`config.mk`:
```
export PLATFORM = sky130hd
export DESIGN_NAME = client_role_table
export DESIGN_NICKNAME = d
export VERILOG_FILES = /design/src/hw/rtl/crt_pkg.sv /design/src/hw/rtl/crt_cell.sv /design/src/hw/rtl/client_role_table.sv
export SDC_FILE = /design/constraint.sdc
export NUM_CORES = 1
export LEC_CHECK = 0
export BUFFER_PORTS_ARGS = -buffer_cell sky130_fd_sc_hd__buf_2
export CORE_MARGIN = 2
export CORE_UTILIZATION = 53
export CTS_CLUSTER_DIAMETER = 100
export DETAILED_ROUTE_END_ITERATION = 8
export GPL_ROUTABILITY_DRIVEN = 1
export PLACE_DENSITY = 0.75
export SLEW_MARGIN = 20
export SYNTH_ARGS = -nofsm -noshare
export SYNTH_HDL_FRONTEND = slang
export SYNTH_SLANG_ARGS = --single-unit
```
`constraint.sdc`:
```
create_clock -name clk -period 6.25 [get_ports clk]
set_input_delay 1.25 -clock clk [delete_from_list [all_inputs] [get_ports clk]]
set_output_delay 1.25 -clock clk [all_outputs]
set_load 0.05 [all_outputs]
```
`src/hw/rtl/crt_pkg.sv`:
```
package crt_pkg;

	localparam int EntriesDef = 8;
	localparam int EntriesMax = 64;
	localparam int IdxMaxW = $clog2(EntriesMax);
	localparam int AddrW = 48;
	localparam int RoleW = 8;
	localparam int SlotW = 3;

	typedef enum logic [1:0] {
		REQ_DISCOVER = 2'd0,
		REQ_QUERY = 2'd1,
		REQ_CLEAR = 2'd2
	} req_t;

	typedef enum logic [2:0] {
		ST_KNOWN = 3'd0,
		ST_NEW = 3'd1,
		ST_REJECT = 3'd2,
		ST_FULL = 3'd3,
		ST_NOTFOUND = 3'd4,
		ST_CLEARED = 3'd5
	} status_t;

	// Lookup token that travels down the chain of cells.
	typedef struct packed {
		logic valid;
		logic hit;
		logic [IdxMaxW-1:0] hit_slot;
		logic [RoleW-1:0] hit_role;
		logic free_found;
		logic [IdxMaxW-1:0] free_slot;
	} tok_t;

	// Write and clear commands broadcast to every cell.
	typedef struct packed {
		logic clear;
		logic wr_en;
		logic [IdxMaxW-1:0] wr_slot;
		logic [AddrW-1:0] wr_addr;
		logic [RoleW-1:0] wr_role;
	} cell_cmd_t;

endpackage

```
`src/hw/rtl/crt_cell.sv`:
```
module crt_cell
	import crt_pkg::*;
#(
	parameter int Idx = 0
) (
	input logic clk,
	input logic arst_n,
	input logic [AddrW-1:0] key,
	input cell_cmd_t cmd,
	input tok_t tok_in,
	output tok_t tok_out
);

	logic valid_q;
	logic [AddrW-1:0] addr_q;
	logic [RoleW-1:0] role_q;
	logic match;
	logic sel;
	tok_t tok_nxt;
	tok_t tok_q;

	assign match = valid_q && (addr_q == key);
	assign sel = cmd.wr_en && (cmd.wr_slot == IdxMaxW'(Idx));

	always_comb begin
		tok_nxt = tok_in;
		if (!tok_in.hit && match) begin
			tok_nxt.hit = 1'b1;
			tok_nxt.hit_slot = IdxMaxW'(Idx);
			tok_nxt.hit_role = role_q;
		end
		if (!tok_in.free_found && !valid_q) begin
			tok_nxt.free_found = 1'b1;
			tok_nxt.free_slot = IdxMaxW'(Idx);
		end
	end

	always_ff @(posedge clk or negedge arst_n) begin
		if (!arst_n) begin
			valid_q <= 1'b0;
			tok_q <= '0;
		end else begin
			tok_q <= tok_nxt;
			if (cmd.clear) begin
				valid_q <= 1'b0;
			end else if (sel) begin
				valid_q <= 1'b1;
			end
		end
	end

	always_ff @(posedge clk) begin
		if (sel) begin
			addr_q <= cmd.wr_addr;
			role_q <= cmd.wr_role;
		end
	end

	assign tok_out = tok_q;

endmodule

```
`src/hw/rtl/client_role_table.sv`:
```
// Channel    Valid       Stall       Payload
// request    req_valid   req_stall   req_type, client_addr, offered_role
// response   rsp_valid   rsp_stall   status, role_out, slot
//
// The result of a discover or query comes from the token that walks the chain of cells
// one cell per cycle; a clear does not use the chain and sets its result directly.
// One request is in flight at a time, and req_stall is high from a request transfer until
// its result enters the output register, so the next transfer can follow in the cycle after.
// An unused request type is taken and dropped without a result.
// Reset clears all valid bits at once and the table is usable in the first cycle after it.
module client_role_table
	import crt_pkg::*;
#(
	parameter int ENTRIES = EntriesDef
) (
	input logic clk,
	input logic arst_n,
	input logic req_valid,
	output logic req_stall,
	input logic [1:0] req_type,
	input logic [AddrW-1:0] client_addr,
	input logic [RoleW-1:0] offered_role,
	output logic rsp_valid,
	input logic rsp_stall,
	output logic [2:0] status,
	output logic [RoleW-1:0] role_out,
	output logic [SlotW-1:0] slot
);

	logic busy_q;
	logic start_q;
	logic done_q;
	req_t kind_q;
	logic [AddrW-1:0] addr_q;
	logic [RoleW-1:0] offer_q;
	tok_t res_q;
	tok_t chain [ENTRIES+1];
	cell_cmd_t cmd;
	logic take;
	logic take_live;
	logic take_clear;
	logic load;
	logic ins;
	logic clr;
	status_t st_nxt;
	logic [RoleW-1:0] role_nxt;
	logic [SlotW-1:0] slot_nxt;
	logic rsp_valid_q;
	status_t status_q;
	logic [RoleW-1:0] role_q;
	logic [SlotW-1:0] slot_q;

	assign req_stall = busy_q;
	assign take = req_valid && !busy_q;
	assign take_clear = take && (req_type == REQ_CLEAR);
	assign take_live = take && (req_type == REQ_CLEAR || req_type == REQ_DISCOVER ||
		req_type == REQ_QUERY);
	assign load = done_q && (!rsp_valid_q || !rsp_stall);

	always_comb begin
		chain[0] = '0;
		chain[0].valid = start_q;
	end

	for (genvar i = 0; i < ENTRIES; i++) begin : g_cell
		crt_cell #(
			.Idx(i)
		) u_cell (
			.clk(clk),
			.arst_n(arst_n),
			.key(addr_q),
			.cmd(cmd),
			.tok_in(chain[i]),
			.tok_out(chain[i+1])
		);
	end

	always_comb begin
		st_nxt = ST_KNOWN;
		role_nxt = '0;
		slot_nxt = '0;
		ins = 1'b0;
		clr = 1'b0;
		priority if (kind_q == REQ_CLEAR) begin
			st_nxt = ST_CLEARED;
			clr = load;
		end else if (res_q.hit) begin
			st_nxt = ST_KNOWN;
			role_nxt = res_q.hit_role;
			slot_nxt = res_q.hit_slot[SlotW-1:0];
		end else if (kind_q == REQ_QUERY) begin
			st_nxt = ST_NOTFOUND;
		end else if (offer_q == '0) begin
			st_nxt = ST_REJECT;
		end else if (!res_q.free_found) begin
			st_nxt = ST_FULL;
		end else begin
			st_nxt = ST_NEW;
			role_nxt = offer_q;
			slot_nxt = res_q.free_slot[SlotW-1:0];
			ins = load;
		end
	end

	always_comb begin
		cmd.clear = clr;
		cmd.wr_en = ins;
		cmd.wr_slot = res_q.free_slot;
		cmd.wr_addr = addr_q;
		cmd.wr_role = offer_q;
	end

	always_ff @(posedge clk or negedge arst_n) begin
		if (!arst_n) begin
			busy_q <= 1'b0;
			start_q <= 1'b0;
			done_q <= 1'b0;
			kind_q <= REQ_DISCOVER;
			rsp_valid_q <= 1'b0;
		end else begin
			start_q <= take_live && !take_clear;
			if (take_live) begin
				busy_q <= 1'b1;
				kind_q <= req_t'(req_type);
			end else if (load) begin
				busy_q <= 1'b0;
			end
			if (take_clear || chain[ENTRIES].valid) begin
				done_q <= 1'b1;
			end else if (load) begin
				done_q <= 1'b0;
			end
			if (load) begin
				rsp_valid_q <= 1'b1;
			end else if (!rsp_stall) begin
				rsp_valid_q <= 1'b0;
			end
		end
	end

	always_ff @(posedge clk) begin
		if (take) begin
			addr_q <= client_addr;
			offer_q <= offered_role;
		end
		if (chain[ENTRIES].valid) begin
			res_q <= chain[ENTRIES];
		end
		if (load) begin
			status_q <= st_nxt;
			role_q <= role_nxt;
			slot_q <= slot_nxt;
		end
	end

	assign rsp_valid = rsp_valid_q;
	assign status = status_q;
	assign role_out = role_q;
	assign slot = slot_q;

endmodule

```
# Word-level counts from Yosys, hierarchy flattened
# Index checks and enable logic that the tools add are counted.
[classes]
mul = 0
n_mux = 55
n_eq_ne = 20
n_reduce_logical = 78
shifts = 0
order_cmp = 0
div_mod_pow = 0
bitwise = 0
addsub = 0
[op_table]
columns = ["op", "count"]
rows = [
  ["$eq 48x48->1", 8],
  ["$mux 15", 8],
  ["$mux 7", 8],
  ["$logic_and 1x1->1", 35],
  ["$mux 8", 4],
  ["$mux 1", 27],
  ["$logic_not 1->1", 25],
  ["$eq 6x3->1 const B", 4],
  ["$reduce_bool 2->1", 10],
  ["$mux 3", 6],
  ["$eq 6x2->1 const B", 2],
  ["$logic_not 8->1", 1],
  ["$eq 6x1->1 const B", 1],
  ["$logic_not 6->1", 1],
  ["$eq 2x1->1 const B", 2],
  ["$eq 2x2->1 const B", 2],
  ["$logic_or 1x1->1", 4],
  ["$mux 2", 2],
  ["$reduce_or 3->1", 1],
  ["$logic_not 2->1", 1],
  ["$ne 2x1->1 const B", 1],
]
[word_totals]
rom_bits = 0
memories = 0
regBits = 732
latch_bits = 0
output_inout_bits = 16
inputBits = 62
ram_bits = 0

# Depth between registers and ports, before layout
[logic_depth]
ltp_word = 11
ltp_mapped = 8
ltp_nobuf = 6

# Modules after synthesis
# A second synthesis with hierarchy kept.
[unflattened]
hier_cells = 1607
area_unflattened_um2 = 28079.4
[by_module_without_submodules]
columns = ["module", "instances", "area_per_inst_um2", "cells_each", "seq_area_each_um2"]
rows = [
  ["crt_cell (g_cell[5].u_cell ...)", 2, 3115.5, 181, 2282.2],
  ["crt_cell (g_cell[1].u_cell ...)", 2, 3114.2, 181, 2282.2],
  ["client_role_table", 1, 3159.3, 157, 2822.7],
  ["crt_cell (g_cell[0].u_cell)", 1, 3118.0, 181, 2282.2],
  ["crt_cell (g_cell[7].u_cell)", 1, 3115.5, 182, 2282.2],
  ["crt_cell (g_cell[3].u_cell)", 1, 3114.2, 182, 2282.2],
  ["crt_cell (g_cell[4].u_cell)", 1, 3113.0, 181, 2282.2],
]

# Least setup slack after synthesis
# Ideal clock, no wire load.
[synth_path]
path_kind = "in2reg"
start = "input port rsp_stall"
end = "register g_cell[4].u_cell.addr_q[0], enable pin"
arrival_ns = 6.377
path_slack_ns = -0.668
setup_ns = 0.541
cell_stages = 3
cell_sequence = "a21boi_1 > nand4_1 > nor3_1"
[synth_via]
elab_chain_len = 9
[synth_lines]
columns = ["item", "line", "rtl"]
rows = [
  ["from (decl)", "client_role_table.sv:24", "input logic rsp_stall,"],
  ["$logic_not 1->1", "-", ""],
  ["$logic_or 1x1->1", "client_role_table.sv:58", "assign load = done_q && (!rsp_valid_q || !rsp_stall);"],
  ["$logic_and 1x1->1", "client_role_table.sv:58", ""],
  ["$mux 1", "client_role_table.sv:95", "end else if (!res_q.free_found) begin"],
  ["$mux 1", "client_role_table.sv:93", "end else if (offer_q == '0) begin"],
  ["$mux 1", "client_role_table.sv:91", "end else if (kind_q == REQ_QUERY) begin"],
  ["$mux 1", "client_role_table.sv:87", "end else if (res_q.hit) begin"],
  ["$mux 1", "client_role_table.sv:84", "priority if (kind_q == REQ_CLEAR) begin"],
  ["$logic_and 1x1->1", "crt_cell.sv:23", "assign sel = cmd.wr_en && (cmd.wr_slot == IdxMaxW'(Idx));"],
  ["named net g_cell[4].u_cell.sel", "crt_cell.sv:18", "logic sel;"],
  ["to (signal assigned)", "crt_cell.sv:54", "addr_q <= cmd.wr_addr;"],
  ["to (decl)", "crt_cell.sv:15", "logic [AddrW-1:0] addr_q;"],
]
# The timed path passes the listed nets, and every way through them passes these cells.
# A chain may end at the register's enable or synchronous reset.

==> flow_summary.toml <==
[pwr]
power_frac_seq = 0.521
sw_frac_of_total = 0.224
p_int_mw = 7.50
p_leak_nw = 10.5
p_clk_frac = 0.416
p_sw_mw = 2.17
power_mw = 9.67
p_per_area_nw_per_um2 = 330
ir_worst_vdd_uv = 243
comb_power_share = 0.063

[place]
hpwl_mm = 35.1
gp_congestion = 0.899
placed_cells_incl_taps = 2205
port_buffers = 77

[clock_tree]
cts_buffers = 68
clock-sinks = 670
cts_root_buffer = "clkbuf_16"
post_cts_buffers = 0
h-tree-depth = 3
ctsHoldBuffers = 0
path_clk_slew_ps = 60
clock_latency_ps = 610
tritoncts = "built"
clockBufferDepth = 3
cts_resized = 0

[floorplan]
pin_count = 78
placement_rows = 80
dieHeight_um = 224
die_x_um = 224
dieArea_um2 = 50200
design.core.area_um2 = 47700
start_util = 0.538

[timing]
finalClockSkew_ps = 30.0
hold_viol = 0
finalCritPeriodShare = 0.568
setup_total_negative_slack_ps = 0
finalSetupViolations = 0
worst_pin_slew_ps = 1120
maxSlewHeadroom = 0.255
rsz0062_at_grt = "false"
worst_hold_slack_ps = 348
drv_slew = 0
fmax_mhz = 282
finalCriticalPeriod_ps = 3550

[critical_path]
crit_path_max_incr_delay_ps = 850
path_depth = 6
cp_data_arrival_time_ps = 4020
r2r_cells = 6
timing.rr.end = "g_cell[2].u_cell.tok_out[14]$_DFF_PN0_"
required_ps = 6720
endpoint = "g_cell[2].u_cell.tok_out[14]$_DFF_PN0_"
crit_buf_inv = 1
critPathKind = "flop to flop"
start_kind = "flop"
path_max_fanout = 9
cpLargestDelayFamily = "simple AND/OR/NAND/NOR gates"
r2r-start = "addr_q[21]$_DFFE_PP_"
ff2ff_setup_slack_ps = 2700
cp-startpoint = "addr_q[21]$_DFFE_PP_"
cp_slowest_cell = "nor4_1"
critPathCaptureType = "flop"
path_cells = "xnor2_1 -> nand4_1 -> nor4_1 -> inv_1 -> nor4_4 -> mux2_2"

[logic_synthesis]
synthArstFlopShare = 0.203
syn_area_um2 = 25700
yosysTopAreaCell = "edfxtp_1"
synth-edff-count = 534
synth_top_cell_area_share = 0.624
ys_top_cells_by_count = "534 x edfxtp_1, 195 x xnor2_1, 156 x xor2_1"
synth_area_leaders = "edfxtp_1 62%, dfrtp_1 13%, xnor2_1 6.6%"
ys_dominant_reg_cell = "edfxtp_1"
syn_inst = 1508
syn_nets = 1570
post-synth-top-count-cell = "edfxtp_1"
avgSynthCellArea_um2 = 17.0
ys_seq_elements = 670
ys_seq_area_frac = 0.757
yosysUniqueCellTypes = 53
yosys_warnings = 0

[detailed_routing]
drt_iter0_markers = 1252
drt-wirelength-per-cell_um = 24.3
drtAntennaViolNets = 0
drc = 0
dr.pass1.iters = 7
wirelength_mm = 56.6
avgViaCountPerCell = 5.67
vias = 13204

[layout]
utilization = 0.613
final_layout_size_suffix_gt1_frac = 0.181
antenna_cells = 0
syn2layout_area_growth_pct = 14.0
stdcell_count = 2329
nNetsFinal = 1722

[global_route]
grt_usage = 0.231
grt_overflow = 0
grt_pass1_vias = 13644
antenna_found_initial = 0
grt_max_degree = 86
grt_pass1_wl_mm = 84.3

[min_path]
hp-class = "flop to flop"
hold_start = "g_cell[5].u_cell.tok_out[22]$_DFF_PN0_"

[status]
status = "finished, final reports clean"

[job]
drv_cap = 0
==> worst register-to-register path: stages, from the launching register on <==
cell and delay, ps:
edfxtp_1 520, xnor2_1 520, nand4_1 170, nor4_1 850, inv_1 180, nor4_4 730, mux2_2 430
==> worst min path at each step <==
stage | end | slack, ps | cells past startpoint
6_report | g_cell[6].u_cell.tok_out[22]$_DFF_PN0_ | 350 | 0
5_1_grt | g_cell[6].u_cell.tok_out[22]$_DFF_PN0_ | 350 | 0
4_1_cts | g_cell[6].u_cell.tok_out[22]$_DFF_PN0_ | 350 | 0
3_5_place_dp | g_cell[7].u_cell.tok_out[22]$_DFF_PN0_ | 340 | 0
3_3_place_gp | g_cell[3].u_cell.tok_out[22]$_DFF_PN0_ | 340 | 0
2_1_floorplan | g_cell[0].u_cell.tok_out[22]$_DFF_PN0_ | 330 | 0
==> kinds of logic after synthesis <==
| family | count (synthesis) | synth area share |
|---|---|---|
| multiplexers | 57 | 0.0249 |
| AND/OR/NAND/NOR | 278 | 0.0635 |
| flip-flops | 670 | 0.757 |
| buffers and inverters | 87 | 0.0158 |
| XOR/XNOR | 351 | 0.120 |
| AO/OA/AOI/OAI | 65 | 0.0193 |
==> cells in the final DEF (no fill, tap or decap), drive strengths merged, types with 17 or more instances in the layout <==
cell	Yosys	routed
nor2	43	43
buf	50	135
inv	34	40
mux2	56	56
xor2	156	156
dfrtp	136	136
nand4	58	58
nor4	48	48
nor3	17	17
xnor2	195	195
nand2b	20	20
edfxtp	534	534
nor2b	20	20
clkbuf	3	86
clkinv	0	23
==> power by group through the flow <==
stage	clock [mW]	combinational (mW)	sequential (mW)
global placement	0	0.591	5.13
finish	4.02	0.609	5.04
detailed placement	0	0.605	5.14
global route	4.25	0.654	5.05
floorplan	0	0.333	5.15
CTS	4.09	0.612	5.04
==> layout make-up <==
type,instances,area (µm²)
multi-input cells,751,5910
fillers,3371,18500
clock inverters,38,370
repair buffers,135,827
clock buffers,86,1840
inverters,34,128
flip-flops and latches,670,19400
well taps,615,769
==> stage by stage <==
step                cell area [µm²]  worst slack, ps
floorplan                     25700              844
global placement              27100             2230
detailed placement            27100             2130
CTS                           29300             2710
global route                  29300             2560
finish                        29300             2700
==> per-layer routing <==
metal  global-route usage  up-vias  routed length, µm
met5                    0        -                  0
met4                0.100        0               2150
met3               0.0462      121               4460
li1                     -     5819                  -
met2                0.381      538              27600
met1                0.302     6726              22400
==> flip-flops by register name, summed over array words and instances (netlist names), 8 cells and up <==
name	count
g_cell.u_cell.addr_q	384
g_cell.u_cell.tok_out	122
g_cell.u_cell.role_q	64
addr_q	48
res_q	13
g_cell.u_cell.valid_q	8
offer_q	8
role_out	8
No activity file was read; power rests on OpenSTA's default activity.
